$ cat config.mk
export PLATFORM = sky130hd
export DESIGN_NAME = command_line_tokenizer_core_flat
export DESIGN_NICKNAME = d
export VERILOG_FILES = /design/src/clt_pkg.sv /design/src/clt_if.sv /design/src/command_line_tokenizer_core.sv /design/src/clt_parser.sv /design/src/clt_outq.sv /design/src/flat_wrapper.sv
export SDC_FILE = /design/constraint.sdc
export NUM_CORES = 1
export LEC_CHECK = 0
export BUFFER_PORTS_ARGS = -buffer_cell sky130_fd_sc_hd__buf_2
export CORE_UTILIZATION = 51
export CTS_BUF_LIST = sky130_fd_sc_hd__clkbuf_4 sky130_fd_sc_hd__clkbuf_8 sky130_fd_sc_hd__clkbuf_16
export DETAILED_ROUTE_END_ITERATION = 16
export GPL_TIMING_DRIVEN = 0
export HOLD_SLACK_MARGIN = 0.15
export PLACE_DENSITY = 0.8
export SLEW_MARGIN = 30
export SYNTH_ARGS = -nofsm -noshare
export SYNTH_HDL_FRONTEND = slang
export SYNTH_SLANG_ARGS = --single-unit
$ cat constraint.sdc
create_clock -name i_clk -period 5.69 [get_ports i_clk]
set_input_delay 1.138 -clock i_clk [delete_from_list [all_inputs] [get_ports i_clk]]
set_output_delay 1.138 -clock i_clk [all_outputs]
set_load 0.01 [all_outputs]
$ cat src/clt_pkg.sv
// Shared constants, codes and types of the command line tokenizer.
package clt_pkg;

    // Limits of the tokenizer.
    localparam int unsigned MAX_ARGS      = 8;
    localparam int unsigned MAX_ARG_CHARS = 63;

    // Widths of the internal counters.
    localparam int unsigned ARGS_W  = $clog2(MAX_ARGS + 1);
    localparam int unsigned CHARS_W = $clog2(MAX_ARG_CHARS + 1);

    // Widths of the transaction fields.
    localparam int unsigned BYTE_W = 8;
    localparam int unsigned KIND_W = 2;
    localparam int unsigned IDX_W  = 3;
    localparam int unsigned POS_W  = 6;
    localparam int unsigned CNT_W  = 4;

    // Result queue geometry.
    localparam int unsigned QDEPTH = 4;
    localparam int unsigned QA_W   = $clog2(QDEPTH);
    localparam int unsigned QC_W   = $clog2(QDEPTH + 1);

    // Result kinds.
    localparam logic [KIND_W-1:0] KIND_CHAR  = 2'd0;
    localparam logic [KIND_W-1:0] KIND_CLOSE = 2'd1;
    localparam logic [KIND_W-1:0] KIND_END   = 2'd2;

    // Parser modes.
    localparam int unsigned MODE_W = 3;
    localparam logic [MODE_W-1:0] MODE_SKIP   = 3'd0;
    localparam logic [MODE_W-1:0] MODE_PLAIN  = 3'd1;
    localparam logic [MODE_W-1:0] MODE_QUOTED = 3'd2;
    localparam logic [MODE_W-1:0] MODE_ESCAPE = 3'd3;
    localparam logic [MODE_W-1:0] MODE_CUTQ   = 3'd4;
    localparam logic [MODE_W-1:0] MODE_FULL   = 3'd5;

    // Characters with a special meaning.
    localparam logic [BYTE_W-1:0] CH_NUL    = 8'h00;
    localparam logic [BYTE_W-1:0] CH_NL     = 8'h0A;
    localparam logic [BYTE_W-1:0] CH_SPACE  = 8'h20;
    localparam logic [BYTE_W-1:0] CH_QUOTE  = 8'h22;
    localparam logic [BYTE_W-1:0] CH_BSLASH = 8'h5C;
    localparam logic [BYTE_W-1:0] CH_N      = 8'h6E;

    typedef struct packed {
        logic [KIND_W-1:0] kind;
        logic [IDX_W-1:0]  arg_index;
        logic [POS_W-1:0]  char_pos;
        logic [BYTE_W-1:0] out_char;
        logic [CNT_W-1:0]  arg_count;
        logic              last;
    } t_res;

    // Results of one parsed byte, handed to the result queue.
    typedef struct packed {
        logic [1:0] num;
        t_res       res0;
        t_res       res1;
    } t_push;

endpackage

$ cat src/clt_if.sv
// Channel interfaces of the command line tokenizer.
interface clt_in_if;
    import clt_pkg::*;

    logic              valid;
    logic              ready;
    logic [BYTE_W-1:0] in_byte;

    modport source (output valid, output in_byte, input ready);
    modport sink (input valid, input in_byte, output ready);
endinterface

interface clt_out_if;
    import clt_pkg::*;

    logic              valid;
    logic              ready;
    logic [KIND_W-1:0] kind;
    logic [IDX_W-1:0]  arg_index;
    logic [POS_W-1:0]  char_pos;
    logic [BYTE_W-1:0] out_char;
    logic [CNT_W-1:0]  arg_count;
    logic              last;

    modport source (output valid, output kind, output arg_index, output char_pos,
                    output out_char, output arg_count, output last, input ready);
    modport sink (input valid, input kind, input arg_index, input char_pos,
                  input out_char, input arg_count, input last, output ready);
endinterface

$ cat src/command_line_tokenizer_core.sv
// Top level of the command line tokenizer.
//
// The block reads a command line one byte per input transaction; byte 0 ends
// the line and returns the parser to its starting state. It splits the line
// into at most 8 arguments separated by runs of spaces, honors double quotes
// (with backslash escapes inside them, backslash-n giving a newline), cuts an
// argument at 63 characters and ignores everything after the eighth argument
// until the line ends. Each input byte yields zero, one or two output
// transactions: one per argument character, one per closed argument and one
// at line end carrying the argument count; the final one of a byte has last
// set. A byte is taken every cycle while the input side does not stall. It
// is decoded straight out of the input register once the queue has room,
// and its results are written into a four-entry result queue at the end
// of that cycle, from which they leave one per cycle while the consumer
// is ready. The input side stalls only while the queue holds more than two
// results, which happens when the consumer stalls or when bytes that give two
// results (a cut, or line end with an argument open) arrive faster than one
// result per cycle can drain.
module command_line_tokenizer_core (
    input  logic      i_clk,
    input  logic      i_rst_n,
    clt_in_if.sink    i_in,
    clt_out_if.source o_out
);
    import clt_pkg::*;

    logic              r_in_vld;
    logic [BYTE_W-1:0] r_in_byte;
    logic              step;
    logic              space;
    t_push             push;
    t_res              res;

    // The held byte is parsed once the queue can take both possible results.
    assign step       = r_in_vld && space;
    assign i_in.ready = !r_in_vld || step;

    always_ff @(posedge i_clk) begin
        if (!i_rst_n) begin
            r_in_vld <= 1'b0;
        end else if (i_in.ready) begin
            r_in_vld <= i_in.valid;
        end
    end

    always_ff @(posedge i_clk) begin
        if (i_in.ready && i_in.valid) begin
            r_in_byte <= i_in.in_byte;
        end
    end

    clt_parser u_parser (
        .i_clk   (i_clk),
        .i_rst_n (i_rst_n),
        .i_step  (step),
        .i_byte  (r_in_byte),
        .o_push  (push)
    );

    clt_outq u_outq (
        .i_clk   (i_clk),
        .i_rst_n (i_rst_n),
        .i_push  (push),
        .o_space (space),
        .o_valid (o_out.valid),
        .i_ready (o_out.ready),
        .o_res   (res)
    );

    // Queue head drives the output transaction fields.
    assign o_out.kind      = res.kind;
    assign o_out.arg_index = res.arg_index;
    assign o_out.char_pos  = res.char_pos;
    assign o_out.out_char  = res.out_char;
    assign o_out.arg_count = res.arg_count;
    assign o_out.last      = res.last;

endmodule

$ cat src/clt_parser.sv
// Parser state and the per-byte decode that yields up to two results.
module clt_parser (
    input  logic                     i_clk,
    input  logic                     i_rst_n,
    input  logic                     i_step,
    input  logic [clt_pkg::BYTE_W-1:0] i_byte,
    output clt_pkg::t_push           o_push
);
    import clt_pkg::*;

    logic [MODE_W-1:0]  r_mode;
    logic [ARGS_W-1:0]  r_args;
    logic [CHARS_W-1:0] r_chars;
    logic [MODE_W-1:0]  n_mode;
    logic [ARGS_W-1:0]  n_args;
    logic [CHARS_W-1:0] n_chars;

    logic               do_char;
    logic               do_close;
    logic [BYTE_W-1:0]  ch;
    logic [CHARS_W-1:0] pos;
    logic [CHARS_W:0]   pos_inc;
    logic [ARGS_W-1:0]  args_inc;
    logic               full;
    logic [MODE_W-1:0]  close_mode;
    t_push              push;

    always_comb begin
        n_mode     = r_mode;
        n_args     = r_args;
        n_chars    = r_chars;
        do_char    = 1'b0;
        do_close   = 1'b0;
        ch         = i_byte;
        pos        = r_chars;
        close_mode = MODE_SKIP;
        push       = '0;
        args_inc   = r_args + ARGS_W'(1);
        full       = (32'(args_inc) >= MAX_ARGS);
        pos_inc    = '0;

        if (i_byte == CH_NUL) begin
            // End of line: close an open argument, report the count, reset.
            if (r_mode == MODE_PLAIN || r_mode == MODE_QUOTED || r_mode == MODE_ESCAPE) begin
                push.num            = 2'd2;
                push.res0.kind      = KIND_CLOSE;
                push.res0.arg_index = IDX_W'(r_args);
                push.res1.kind      = KIND_END;
                push.res1.arg_count = CNT_W'(args_inc);
            end else begin
                push.num            = 2'd1;
                push.res0.kind      = KIND_END;
                push.res0.arg_count = CNT_W'(r_args);
            end
            n_mode  = MODE_SKIP;
            n_args  = '0;
            n_chars = '0;
        end else begin
            unique case (r_mode) inside
                MODE_PLAIN: begin
                    if (i_byte == CH_SPACE) begin
                        do_close = 1'b1;
                    end else begin
                        do_char = 1'b1;
                    end
                end
                MODE_QUOTED: begin
                    if (i_byte == CH_QUOTE) begin
                        do_close = 1'b1;
                    end else if (i_byte == CH_BSLASH) begin
                        n_mode = MODE_ESCAPE;
                    end else begin
                        do_char    = 1'b1;
                        close_mode = MODE_CUTQ;
                    end
                end
                MODE_ESCAPE: begin
                    n_mode     = MODE_QUOTED;
                    do_char    = 1'b1;
                    close_mode = MODE_CUTQ;
                    ch         = (i_byte == CH_N) ? CH_NL : i_byte;
                end
                MODE_CUTQ, MODE_SKIP: begin
                    if (r_mode == MODE_CUTQ && i_byte == CH_QUOTE) begin
                        // Closing quote right after a cut is swallowed.
                        n_mode = MODE_SKIP;
                    end else if (i_byte == CH_SPACE) begin
                        n_mode = MODE_SKIP;
                    end else if (i_byte == CH_QUOTE) begin
                        n_chars = '0;
                        n_mode  = MODE_QUOTED;
                    end else begin
                        n_mode  = MODE_PLAIN;
                        pos     = '0;
                        do_char = 1'b1;
                    end
                end
                default: begin
                end
            endcase

            if (do_char) begin
                pos_inc             = {1'b0, pos} + (CHARS_W + 1)'(1);
                push.res0.kind      = KIND_CHAR;
                push.res0.arg_index = IDX_W'(r_args);
                push.res0.char_pos  = POS_W'(pos);
                push.res0.out_char  = ch;
                if (32'(pos_inc) >= MAX_ARG_CHARS) begin
                    // The argument reached its length limit and closes now.
                    push.num            = 2'd2;
                    push.res1.kind      = KIND_CLOSE;
                    push.res1.arg_index = IDX_W'(r_args);
                    n_args              = args_inc;
                    n_chars             = '0;
                    n_mode              = full ? MODE_FULL : close_mode;
                end else begin
                    push.num = 2'd1;
                    n_chars  = CHARS_W'(pos_inc);
                end
            end

            if (do_close) begin
                push.num            = 2'd1;
                push.res0.kind      = KIND_CLOSE;
                push.res0.arg_index = IDX_W'(r_args);
                n_args              = args_inc;
                n_chars             = '0;
                n_mode              = full ? MODE_FULL : close_mode;
            end
        end

        if (push.num == 2'd1) begin
            push.res0.last = 1'b1;
        end
        if (push.num == 2'd2) begin
            push.res1.last = 1'b1;
        end
    end

    always_ff @(posedge i_clk) begin
        if (!i_rst_n) begin
            r_mode  <= MODE_SKIP;
            r_args  <= '0;
            r_chars <= '0;
        end else if (i_step) begin
            r_mode  <= n_mode;
            r_args  <= n_args;
            r_chars <= n_chars;
        end
    end

    always_comb begin
        o_push = push;
        if (!i_step) begin
            o_push.num = 2'd0;
        end
    end

endmodule

$ cat src/clt_outq.sv
// Small result queue that takes up to two results per cycle and gives one while the reader is ready.
module clt_outq (
    input  logic           i_clk,
    input  logic           i_rst_n,
    input  clt_pkg::t_push i_push,
    output logic           o_space,
    output logic           o_valid,
    input  logic           i_ready,
    output clt_pkg::t_res  o_res
);
    import clt_pkg::*;

    t_res            r_mem [QDEPTH];
    logic [QA_W-1:0] r_wr;
    logic [QA_W-1:0] r_rd;
    logic [QC_W-1:0] r_cnt;
    logic            pop;
    logic [QA_W-1:0] wr_next;

    assign o_valid = (r_cnt != '0);
    assign o_res   = r_mem[r_rd];
    assign pop     = o_valid && i_ready;
    // Room for a two-result byte, judged on the registered fill alone.
    assign o_space = (32'(r_cnt) <= QDEPTH - 2);
    assign wr_next = r_wr + QA_W'(1);

    always_ff @(posedge i_clk) begin
        if (i_push.num != 2'd0) begin
            r_mem[r_wr] <= i_push.res0;
        end
        if (i_push.num == 2'd2) begin
            r_mem[wr_next] <= i_push.res1;
        end
    end

    always_ff @(posedge i_clk) begin
        if (!i_rst_n) begin
            r_wr  <= '0;
            r_rd  <= '0;
            r_cnt <= '0;
        end else begin
            r_wr  <= r_wr + QA_W'(i_push.num);
            r_rd  <= r_rd + QA_W'(pop);
            r_cnt <= r_cnt + QC_W'(i_push.num) - QC_W'(pop);
        end
    end

endmodule

$ cat src/flat_wrapper.sv
// flat-port wrapper written by rule: the top's interface ports become plain ports
module command_line_tokenizer_core_flat import clt_pkg::*;
  (i_clk, i_rst_n, i_in_valid, i_in_in_byte, i_in_ready, o_out_valid, o_out_kind, o_out_arg_index, o_out_char_pos, o_out_out_char, o_out_arg_count, o_out_last, o_out_ready);
  clt_in_if i_in_i ();
  clt_out_if o_out_i ();
  input  logic i_clk;
  input  logic i_rst_n;
  input wire logic [$bits(i_in_i.valid)-1:0] i_in_valid;
  input wire logic [$bits(i_in_i.in_byte)-1:0] i_in_in_byte;
  output wire logic [$bits(i_in_i.ready)-1:0] i_in_ready;
  output wire logic [$bits(o_out_i.valid)-1:0] o_out_valid;
  output wire logic [$bits(o_out_i.kind)-1:0] o_out_kind;
  output wire logic [$bits(o_out_i.arg_index)-1:0] o_out_arg_index;
  output wire logic [$bits(o_out_i.char_pos)-1:0] o_out_char_pos;
  output wire logic [$bits(o_out_i.out_char)-1:0] o_out_out_char;
  output wire logic [$bits(o_out_i.arg_count)-1:0] o_out_arg_count;
  output wire logic [$bits(o_out_i.last)-1:0] o_out_last;
  input wire logic [$bits(o_out_i.ready)-1:0] o_out_ready;
  assign i_in_i.valid = i_in_valid;
  assign i_in_i.in_byte = i_in_in_byte;
  assign i_in_ready = i_in_i.ready;
  assign o_out_valid = o_out_i.valid;
  assign o_out_kind = o_out_i.kind;
  assign o_out_arg_index = o_out_i.arg_index;
  assign o_out_char_pos = o_out_i.char_pos;
  assign o_out_out_char = o_out_i.out_char;
  assign o_out_arg_count = o_out_i.arg_count;
  assign o_out_last = o_out_i.last;
  assign o_out_i.ready = o_out_ready;
  command_line_tokenizer_core u_core (.i_clk(i_clk), .i_rst_n(i_rst_n), .i_in(i_in_i), .o_out(o_out_i));
endmodule
==> impl_metrics.csv, run 1 <==
group,metric,value,unit
clock_network,path_clk_slew,60,ps
floorplanning,io_pins,38,
pwr,p_leak,0.00255,uW
detailed_routing,num_vias,5075,
cells_and_area,final_cells,777,
floorplanning,die_h,111,um
place,port_buffers,36,
clock_network,post-cts-setup-buffers,0,
clock_network,cts_tree,"yes",
clock_network,cts_resized,0,
global_route,grt_overflow,0,
detailed_routing,drtAntennaViolNets,0,
cells_and_area,area_delta_synth_final,16.7,%
critical_path,critPathKind,"register to register",
place,dpl.hpwl,11.2,mm
synthesis,synthFlopType,"dfxtp_1",
timing,rsz0062_at_grt,"false",
critical_path,r2r_slack,770,ps
global_route,track_usage,27.6,%
pwr,power_per_cell_area,413,nW/um2
synthesis,synth_seq_cells,125,
clock_network,cts_hold_buf,0,
floorplanning,rows,39,
cells_and_area,drive_gt1_share,20.0,%
critical_path,cpPeakStageDelay,540,ps
global_route,grt_max_degree,17,
clock_network,cts_sinks,125,
min_path,min_path_cells,2,
synthesis,synth_cell_types,69,
global_route,grt_pass1_vias,5073,
critical_path,worst-path-buf-inv,1,
place,dp.cells,745,
detailed_routing,via_per_inst,6.53,
critical_path,path_cells,"nor4_2 > nand2_1 > o21ai_1 > nand2_1 > ha_1 > a21boi_0 > o221ai_1 > o21ai_0 > a31o_2 > buf_6 > a31oi_4 > nand2b_1 > ha_1 > fa_1 > xnor2_1 > xnor2_1 > nor2_1",
critical_path,worstSetupEndpointType,"register",
floorplanning,dieWidth,111,um
timing,skew,7.85,ps
synthesis,synth_edf_count,48,
synthesis,synth.largest_area_cell,"dfxtp_1",
critical_path,reg2reg_from,"u_core.r_in_byte[3]$_DFFE_PP_",
timing,worstMarginPinSlew,960,ps
timing,setup_viol,0,
critical_path,startpoint_type,"register",
synthesis,synth_fp_nets,585,
detailed_routing,route.detailed.drc,0,
floorplanning,start_util,52.7,%
clock_network,clockBufferDepth,2,
synthesis,ys_warn_count,0,
pwr,vdd_drop_max,315,uV
timing,fin_crit_sh,86.5,%
detailed_routing,drt_iter0_drc,586,
synthesis,netlist_area,6040,um2
timing,min_period,4920,ps
flow_run,cap_violations,0,
detailed_routing,wl_per_cell,21.0,um
floorplanning,core_area,11500,um2
pwr,total_power,2910,uW
synthesis,synth_common_cells,"77 x dfxtp_1, 51 x nand2_1, 48 x edfxtp_1",
global_route,grt_pass1_wl,26.2,mm
synthesis,syn_avg_cell_area,10.7,um2
synthesis,ys_async_sr_fraction,0,%
timing,max-slew-margin-rel,34.4,%
cells_and_area,nNetsFinal,640,
critical_path,timing.rr.end,"u_core.u_outq.r_cnt[2]$_SDFF_PN0_",
timing,hold_viol_final,0,
min_path,hold_path_class,"register to register",
clock_network,insertion_delay,430,ps
timing,max_freq,203,MHz
critical_path,crit_fanout,10,
critical_path,slowest_stage,"nor4_2",
critical_path,crit_required,6000,ps
min_path,min_from,"u_core.u_outq.r_mem[3][11]$_SDFFE_PP0N_",
min_path,whs_endpoint,"u_core.u_outq.r_mem[3][11]$_SDFFE_PP0N_",
synthesis,synthCells,566,
detailed_routing,wirelength,16.3,mm
synthesis,ys_seq_area_share,49.4,%
critical_path,cp.arrival,5230,ps
global_route,antenna_found_initial,0,
timing,finalSetupTns,0,ps
synthesis,synth_top_cell_area_share,25.5,%
floorplanning,die_area,12300,um2
synthesis,synthTopCellsByArea,"dfxtp_1 26%, edfxtp_1 24%, mux4_2 8.9%",
outcome,status,"completed",
place,gp_congestion,0.928,
clock_network,ctsHtreeMaxLevel,4,
critical_path,cpLargestDelayFamily,"compound AO/OA/AOI/OAI gates",
timing,slew_violations,0,
critical_path,r2r.worst_path.cells,17,
detailed_routing,drtPass1Iterations,5,
cells_and_area,antenna_cells_inserted,0,
clock_network,cts_made_buffers,17,
synthesis,yosysMostFrequentCell,"dfxtp_1",
clock_network,cts-root-buf,"clkbuf_16",
cells_and_area,fill_cells,916,
per-layer routing:
metal | global-route usage (%) | share of wire [%] | vias up
li1 | - | - | 2279
met1 | 33.9 | 40 | 2452
met2 | 44.6 | 49 | 289
met3 | 7.65 | 8.6 | 55
met4 | 14.0 | 3.0 | 0
met5 | 0 | 0 | -
tightest hold or removal path, cell delays in order (launching register included):
cell and delay, ps:
dfxtp_1 310, nand2_1 50, a21oi_1 50
registers in the layout, summed over array words and instances, names as in the netlist:
name,flops
u_core.r_in_byte,8
u_core.r_in_vld,1
u_core.u_outq.r_cnt,3
u_core.u_outq.r_mem,96
u_core.u_outq.r_rd,2
u_core.u_outq.r_wr,2
u_core.u_parser.r_args,4
u_core.u_parser.r_chars,6
u_core.u_parser.r_mode,3
how the worst max path moves through the flow:
stage                                             start                                 to  cells after the start
final                     u_core.r_in_byte[3]$_DFFE_PP_  u_core.u_outq.r_cnt[2]$_SDFF_PN0_                     17
after global routing      u_core.r_in_byte[3]$_DFFE_PP_  u_core.u_outq.r_cnt[2]$_SDFF_PN0_                     17
after CTS                 u_core.r_in_byte[3]$_DFFE_PP_  u_core.u_outq.r_cnt[2]$_SDFF_PN0_                     17
after detailed placement  u_core.r_in_byte[3]$_DFFE_PP_  u_core.u_outq.r_cnt[2]$_SDFF_PN0_                     17
after global placement    u_core.r_in_byte[3]$_DFFE_PP_  u_core.u_outq.r_cnt[2]$_SDFF_PN0_                     17
after floorplan           u_core.r_in_byte[3]$_DFFE_PP_  u_core.u_outq.r_cnt[2]$_SDFF_PN0_                     17
power by group:
| part | internal, uW | switching, uW |
|---|---|---|
| Combinational | 304 | 339 |
| Clock | 732 | 416 |
| Sequential | 1050 | 71.5 |
| Total | 2080 | 826 |
cell type report:
class | count | area [um2] | area share, %
timing repair buffer | 36 | 180 | 2.55
clock buffer | 24 | 556 | 7.88
inverter | 14 | 52.6 | 0.745
sequential | 125 | 2980 | 42.3
clock inverter | 8 | 90.1 | 1.28
multi-input combinational | 383 | 2790 | 39.5
tap | 143 | 179 | 2.54
buffer | 44 | 224 | 3.18
cell usage in the layout, fill, tap and decap left out, types with 20 or more instances in the layout:
cell type and n:
clkbuf_16 20, a22o_1 23, nor2_1 44, nand2_1 51, mux4_2 24, a21oi_1 27, edfxtp_1 48, dfxtp_1 77
clkbuf_1 24, nand3_1 21, buf_2 46, o21ai_0 26
through the flow:
stage	utilization (%)	area (um2)	hold WS [ps]	worst slack [ps]
floorplan	-	6040	427	1700
global placement	55.8	6400	440	1100
detailed placement	55.9	6410	445	955
CTS	61.5	7050	453	859
global route	61.5	7050	472	476
finish	61.5	7050	454	768
cells by family (layout without fill, tap and decap cells):
family / Yosys count / count (layout) / share of synthesized area (%)
AO/OA/AOI/OAI: 154 / 154 / 18.3
XOR/XNOR: 6 / 6 / 0.870
adder cells (fa/ha/maj): 7 / 7 / 1.57
buffers and inverters: 58 / 126 / 4.55
flip-flops: 125 / 125 / 49.4
multiplexers: 25 / 25 / 9.11
AND/OR/NAND/NOR: 191 / 191 / 16.2
Power figures use the tool's default switching activity.
==> run 2, diff against run 1 <==
--- a/config.mk
+++ b/config.mk
@@ -5,9 +5,10 @@
 export SDC_FILE = /design/constraint.sdc
 export NUM_CORES = 1
 export LEC_CHECK = 0
+export ABC_AREA = 1
 export BUFFER_PORTS_ARGS = -buffer_cell sky130_fd_sc_hd__buf_2
 export CORE_UTILIZATION = 51
-export CTS_BUF_LIST = sky130_fd_sc_hd__clkbuf_4 sky130_fd_sc_hd__clkbuf_8 sky130_fd_sc_hd__clkbuf_16
+export CTS_BUF_LIST = sky130_fd_sc_hd__clkbuf_2 sky130_fd_sc_hd__clkbuf_4 sky130_fd_sc_hd__clkbuf_8
 export DETAILED_ROUTE_END_ITERATION = 16
 export GPL_TIMING_DRIVEN = 0
 export HOLD_SLACK_MARGIN = 0.15
==> run 2 against run 1 <==
Non-clock buffer count down 2. Critical path type unchanged. Power decreased by 1.0%. Worst setup slack improved by 1100 ps. Largest power group is now registers. The run now ends with design-rule violations left.
==> impl_metrics.csv, run 2 <==
group,metric,value,unit
detailed_routing,wl_per_cell,16.4,um
critical_path,slowest_stage,"nand2_1",
detailed_routing,via_per_inst,5.70,
synthesis,synth_fa_ha_area_share,1.55,%
pwr,power_switching_share,34.7,%
cells_and_area,top_register,"u_core.u_outq.r_mem",
synthesis,synthCells,794,
synthesis,synth_top_family_by_area,"simple AND/OR/NAND/NOR gates",
synthesis,synth_common_cells,"125 x nand2_1, 121 x nor2_1, 90 x o21ai_0",
cells_and_area,layout_commonest_cell,"nand2_1",
place,placed_cell_area,6520,um2
timing,max-slew-margin-rel,53.5,%
pwr,pwr-share-comb,31.0,%
timing,finalSetupTns,0,ps
outcome,violations,"design-rule violations",
timing,min_period,3860,ps
pwr,seqPwrFrac,40.3,%
global_route,antenna_found_initial,0,
cells_and_area,final_cells,1006,
timing,hold_viol_final,0,
synthesis,netlist_area,6150,um2
synthesis,ys_async_sr_fraction,0,%
synthesis,synth_fp_nets,813,
timing,fin_crit_sh,67.8,%
clock_network,clockBufferDepth,2,
detailed_routing,num_vias,5735,
cells_and_area,antenna_cells_inserted,0,
timing,max_freq,259,MHz
synthesis,syn_avg_cell_area,7.75,um2
synthesis,ys_seq_area_share,48.5,%
clock_network,cts_resized,0,
critical_path,path_cells,"inv_1 > nand2_1 > nor2_2 > nand2_2 > nand3_4 > buf_6 > nand2_1 > inv_1 > ha_1 > nand4_1 > xor2_1 > nand3_2 > nand2_1 > nand2_2 > a21oi_1 > nand3_1 > clkbuf_1 > nand2_1",
cells_and_area,final_util,60.0,%
synthesis,synthMuxAreaShare,0,%
timing,setup_viol,0,
clock_network,cts_hold_buf,0,
cells_and_area,largest_reg_flops,96,
synthesis,synth-simple-area-share,25.5,%
clock_network,insertion_delay,450,ps
cells_and_area,area_delta_synth_final,12.8,%
cells_and_area,largestRegisters,"u_core.u_outq.r_mem x96, u_core.r_in_byte x8, u_core.u_parser.r_chars x6",
clock_network,ctsHtreeMaxLevel,4,
synthesis,synth_edf_count,48,
cells_and_area,final_cell_mix,"125 x nand2_1, 121 x nor2_1, 90 x o21ai_0",
timing,slew_violations,0,
synthesis,ys_warn_count,0,
floorplanning,dieWidth,112,um
pwr,intPower,1880,uW
critical_path,worst_path_most_repeated_cell,"nand2_1",
critical_path,startpoint_type,"register",
detailed_routing,route.detailed.drc,2,
synthesis,synth_xor_area_share,0.854,%
clock_network,cts_sinks,125,
detailed_routing,drtAntennaViolNets,0,
place,dp.cells,974,
outcome,status,"finished, violations left",
pwr,vdd_drop_max,313,uV
clock_network,post-cts-setup-buffers,0,
critical_path,critPathKind,"register to register",
synthesis,synth_compound_area_share,16.2,%
cells_and_area,final_area,6940,um2
detailed_routing,drtPass1Iterations,13,
synthesis,yosysMostFrequentCell,"nand2_1",
clock_network,cts_tree,"yes",
pwr,switchingPower,1000,uW
pwr,clkPwrFrac,28.8,%
min_path,hold_path_class,"register to register",
global_route,grt_overflow,0,
synthesis,synth.largest_area_cell,"dfxtp_1",
critical_path,cpPeakStageDelay,470,ps
global_route,grt_pass1_vias,5293,
synthesis,synthTopCellsByArea,"dfxtp_1 25%, edfxtp_1 23%, nand2_1 7.6%",
synthesis,synth_seq_cells,125,
timing,rsz0062_at_grt,"false",
global_route,track_usage,27.6,%
place,dpl.hpwl,11.9,mm
clock_network,path_clk_slew,80,ps
synthesis,synth_top_cell_area_share,25.1,%
floorplanning,die_h,112,um
place,port_buffers,37,
critical_path,crit_fanout,10,
detailed_routing,drt_iter0_drc,668,
floorplanning,die_area,12500,um2
clock_network,cts-root-buf,"clkbuf_8",
critical_path,worstSetupEndpointType,"register",
floorplanning,core_area,11600,um2
critical_path,crit_required,5770,ps
global_route,grt_max_degree,17,
place,gp_congestion,0.934,
cells_and_area,drive_gt1_share,12.5,%
global_route,grt_pass1_wl,26.6,mm
synthesis,synth_cell_types,35,
pwr,p_leak,0.00289,uW
flow_run,cap_violations,0,
clock_network,cts_made_buffers,17,
timing,skew,13.2,ps
timing,worstMarginPinSlew,695,ps
floorplanning,rows,39,
floorplanning,io_pins,38,
detailed_routing,wirelength,16.5,mm
critical_path,cp.arrival,3940,ps
floorplanning,start_util,53.2,%
pwr,power_per_cell_area,415,nW/um2
cells_and_area,nNetsFinal,869,
synthesis,synthFlopType,"dfxtp_1",
==> run 2: worst paths after layout <==
check                                                       startpoint                                      to  slack (ps)  cells after the start
worst max-delay path                     u_core.r_in_byte[4]$_DFFE_PP_    u_core.u_outq.r_mem[1][19]$_DFFE_PP_        1830                     18
worst min-delay path            u_core.u_outq.r_mem[2][8]$_SDFFE_PP0P_  u_core.u_outq.r_mem[2][8]$_SDFFE_PP0P_         480                      2
worst max register to register           u_core.r_in_byte[4]$_DFFE_PP_    u_core.u_outq.r_mem[1][19]$_DFFE_PP_        1830                     18
worst min register to register  u_core.u_outq.r_mem[2][8]$_SDFFE_PP0P_  u_core.u_outq.r_mem[2][8]$_SDFFE_PP0P_         480                      2
==> run 2: cell families after synthesis <==
| group | Yosys count |
|---|---|
| buf+inv | 108 |
| simple gates | 359 |
| flops | 125 |
| fa+ha+maj | 7 |
| compound gates | 189 |
| xor+xnor | 6 |
==> run 2: area by class of cell <==
type	instances	area, um2
inverters	67	251
repair buffers	37	185
clock inverters	13	173
fillers	1053	4630
well taps	143	179
clock buffers	19	249
flip-flops and latches	125	2980
plain buffers	41	200
multi-input cells	561	2720
==> run 2: layer usage <==
metal	GRT usage (%)	vias to the layer above	share of wire [%]
met5	0	-	0
met4	13.4	0	3.0
met3	7.35	41	11
met2	42.4	301	45
met1	36.2	2585	41
li1	-	2808	-
==> run 2: critical path, delay by kind of cell, from the launching register on <==
kind | cells | cell delay, ps
AND/OR/NAND/NOR | 11 | 1670
adder cells (fa/ha/maj) | 1 | 200
buffers and inverters | 4 | 670
flip-flops | 1 | 430
XOR/XNOR | 1 | 230
AO/OA/AOI/OAI | 1 | 300
==> run 2: power by group through the flow <==
stage	clock, uW	combinational (uW)	sequential, uW
final	828	892	1160
after global routing	875	995	1180
after CTS	835	889	1160
after detailed placement	0	883	1180
after global placement	0	871	1170
after floorplan	0	600	1160
==> run 2: through the flow <==
stage	setup WS [ps]	power (uW)	hold slack, ps
floorplan	2470	1760	445
global placement	1940	2040	454
detailed placement	1920	2060	463
CTS	1890	2880	479
global route	1520	3050	504
finish	1830	2880	478
==> run 3, diff against run 2 <==
--- a/config.mk
+++ b/config.mk
@@ -5,7 +5,7 @@
 export SDC_FILE = /design/constraint.sdc
 export NUM_CORES = 1
 export LEC_CHECK = 0
-export ABC_AREA = 1
+export ABC_AREA = 0
 export BUFFER_PORTS_ARGS = -buffer_cell sky130_fd_sc_hd__buf_2
 export CORE_UTILIZATION = 51
 export CTS_BUF_LIST = sky130_fd_sc_hd__clkbuf_2 sky130_fd_sc_hd__clkbuf_4 sky130_fd_sc_hd__clkbuf_8
==> constraint.sdc (replaced) <==
create_clock -name i_clk -period 3.7 [get_ports i_clk]
set_input_delay 0.74 -clock i_clk [delete_from_list [all_inputs] [get_ports i_clk]]
set_output_delay 0.74 -clock i_clk [all_outputs]
set_load 0.01 [all_outputs]
==> run 3 against run 2 <==
The run ends with negative setup slack left. Critical path depth decreased by 1. Worst hold slack got worse by 20 ps. Sequential cell count unchanged. Clock skew decreased by 4.2 ps. Power increased by 45%. First-iteration DRC count increased by 4.9%. Clock power increased by 68%. Final area increased by 5.2%. Sequential power increased by 47%.
==> impl_metrics.csv, run 3 (synthesis results as in run 1) <==
group,metric,value,unit
detailed_routing,drt_iter0_drc,701,
timing,hold_viol_final,0,
place,dp.cells,745,
global_route,grt_overflow,0,
floorplanning,start_util,52.7,%
clock_network,cts-root-buf,"clkbuf_8",
place,placed_cell_area,6490,um2
cells_and_area,final_area,7300,um2
flow_run,cap_violations,0,
min_path,min_path_cells,2,
critical_path,r2r.worst_path.cells,17,
place,dp_slack,-637,ps
clock_network,clockBufferDepth,2,
pwr,intPower,2950,uW
pwr,power_switching_share,29.1,%
cells_and_area,top_register,"u_core.u_outq.r_mem",
critical_path,crit_required,4030,ps
critical_path,worstSetupEndpointType,"register",
timing,min_period,3910,ps
global_route,grt_pass1_vias,4947,
outcome,violations,"negative setup slack",
cells_and_area,area_delta_synth_final,20.7,%
floorplanning,die_h,111,um
clock_network,path_clk_slew,70,ps
place,dpl.hpwl,11.2,mm
clock_network,insertion_delay,450,ps
timing,fin_crit_sh,106,%
timing,fin_ws,-213,ps
cells_and_area,largestRegisters,"u_core.u_outq.r_mem x96, u_core.r_in_byte x8, u_core.u_parser.r_chars x6",
pwr,clkPwrFrac,33.3,%
cells_and_area,layout_commonest_cell,"dfxtp_1",
pwr,vdd_drop_max,505,uV
pwr,pwr-share-comb,25.6,%
floorplanning,dieWidth,111,um
timing,setup_viol,22,
place,port_buffers,36,
cells_and_area,final_util,63.6,%
pwr,switchingPower,1210,uW
clock_network,cts_hold_buf,0,
min_path,min_from,"u_core.u_outq.r_mem[3][13]$_SDFFE_PP0N_",
timing,hold_ws,458,ps
floorplanning,io_pins,38,
detailed_routing,route.detailed.drc,0,
floorplanning,rows,39,
cells_and_area,antenna_cells_inserted,0,
detailed_routing,num_vias,5250,
pwr,seqPwrFrac,41.1,%
floorplanning,core_area,11500,um2
critical_path,reg2reg_from,"u_core.r_in_byte[3]$_DFFE_PP_",
critical_path,r2r_slack,-210,ps
timing,slew_violations,0,
detailed_routing,wirelength,16.9,mm
global_route,grt_max_degree,17,
detailed_routing,drtAntennaViolNets,0,
detailed_routing,wl_per_cell,21.0,um
timing,max-slew-margin-rel,41.3,%
place,gp_congestion,0.907,
pwr,power_per_cell_area,571,nW/um2
critical_path,critPathKind,"register to register",
global_route,grt_pass1_wl,25.9,mm
clock_network,ctsHtreeMaxLevel,4,
cells_and_area,nNetsFinal,665,
critical_path,crit_fanout,4,
pwr,p_leak,0.00263,uW
critical_path,timing.rr.end,"u_core.u_outq.r_cnt[2]$_SDFF_PN0_",
critical_path,startpoint_type,"register",
cells_and_area,final_cell_mix,"77 x dfxtp_1, 49 x nand2_1, 48 x edfxtp_1",
floorplanning,die_area,12300,um2
outcome,status,"finished, violations left",
timing,max_freq,256,MHz
cells_and_area,drive_gt1_share,27.0,%
global_route,antenna_found_initial,0,
clock_network,cts_sinks,125,
timing,worstMarginPinSlew,859,ps
timing,rsz0062_at_grt,"true",
global_route,track_usage,27.3,%
critical_path,cp.arrival,4250,ps
clock_network,cts_made_buffers,17,
cells_and_area,largest_reg_flops,96,
min_path,whs_endpoint,"u_core.u_outq.r_mem[3][13]$_SDFFE_PP0N_",
detailed_routing,via_per_inst,6.55,
cells_and_area,final_cells,802,
detailed_routing,drtPass1Iterations,7,
timing,skew,9.08,ps
clock_network,cts_tree,"yes",
min_path,hold_path_class,"register to register",
run 3: how the worst max path moves through the flow:
stage	from	slack (ps)	end
2_1_floorplan	u_core.r_in_byte[6]$_DFFE_PP_	2	u_core.u_outq.r_cnt[2]$_SDFF_PN0_
3_3_place_gp	u_core.r_in_byte[6]$_DFFE_PP_	-510	u_core.u_outq.r_cnt[2]$_SDFF_PN0_
3_5_place_dp	u_core.r_in_byte[6]$_DFFE_PP_	-640	u_core.u_outq.r_cnt[2]$_SDFF_PN0_
4_1_cts	u_core.r_in_byte[4]$_DFFE_PP_	-130	u_core.u_outq.r_cnt[2]$_SDFF_PN0_
5_1_grt	u_core.r_in_byte[3]$_DFFE_PP_	-370	u_core.u_outq.r_cnt[2]$_SDFF_PN0_
6_report	u_core.r_in_byte[3]$_DFFE_PP_	-210	u_core.u_outq.r_cnt[2]$_SDFF_PN0_
run 3: metal layers:
| metal | vias to the layer above | track usage, % | wire length (um) |
|---|---|---|---|
| met5 | - | 0 | 0 |
| met4 | 0 | 12.9 | 735 |
| met3 | 76 | 7.44 | 1690 |
| met2 | 372 | 42.4 | 7990 |
| met1 | 2468 | 35.6 | 6460 |
| li1 | 2334 | - | - |
run 3: power groups by stage:
stage	Combinational [uW]	Clock, uW	Sequential [uW]
6_report	1070	1390	1710
3_3_place_gp	981	0	1730
5_1_grt	1160	1460	1730
3_5_place_dp	1010	0	1740
4_1_cts	1030	1390	1710
2_1_floorplan	737	0	1710
run 3: timing repair:
action | CTS | global route
buffers inserted | 11 | 13
pin swaps | 9 | 17
gates resized for setup | 13 | 22
endpoints found under the setup margin | 44 | 46
gates cloned | 0 | 1
run 3: through the flow:
stage,total power (uW),setup TNS [ps]
2_1_floorplan,2440,0
3_3_place_gp,2710,-9350
3_5_place_dp,2750,-11090
4_1_cts,4140,-133
5_1_grt,4340,-4070
6_report,4160,-922
run 3: cell type report:
type | instances | area, um2
Timing Repair inverter | 1 | 7.51
Fill cell | 825 | 4170
Buffer | 44 | 250
Tap cell | 143 | 179
Multi-Input combinational cell | 383 | 2980
Inverter | 14 | 60.1
Clock inverter | 14 | 216
Clock buffer | 18 | 248
Timing Repair Buffer | 60 | 377
Sequential cell | 125 | 2980
run 3: worst max-delay path: stages, from the launching register on:
cell and delay, ps:
edfxtp_1 460, nor4_4 460, nand2_2 130, o21ai_4 240, nand2_4 100, ha_4 190, buf_6 120, o221ai_4 210
a211oi_2 130, a31o_2 280, buf_6 140, a31oi_4 220, nand2b_4 170, ha_4 200, fa_2 370, xnor2_2 190
xnor2_1 140, nor2_1 60
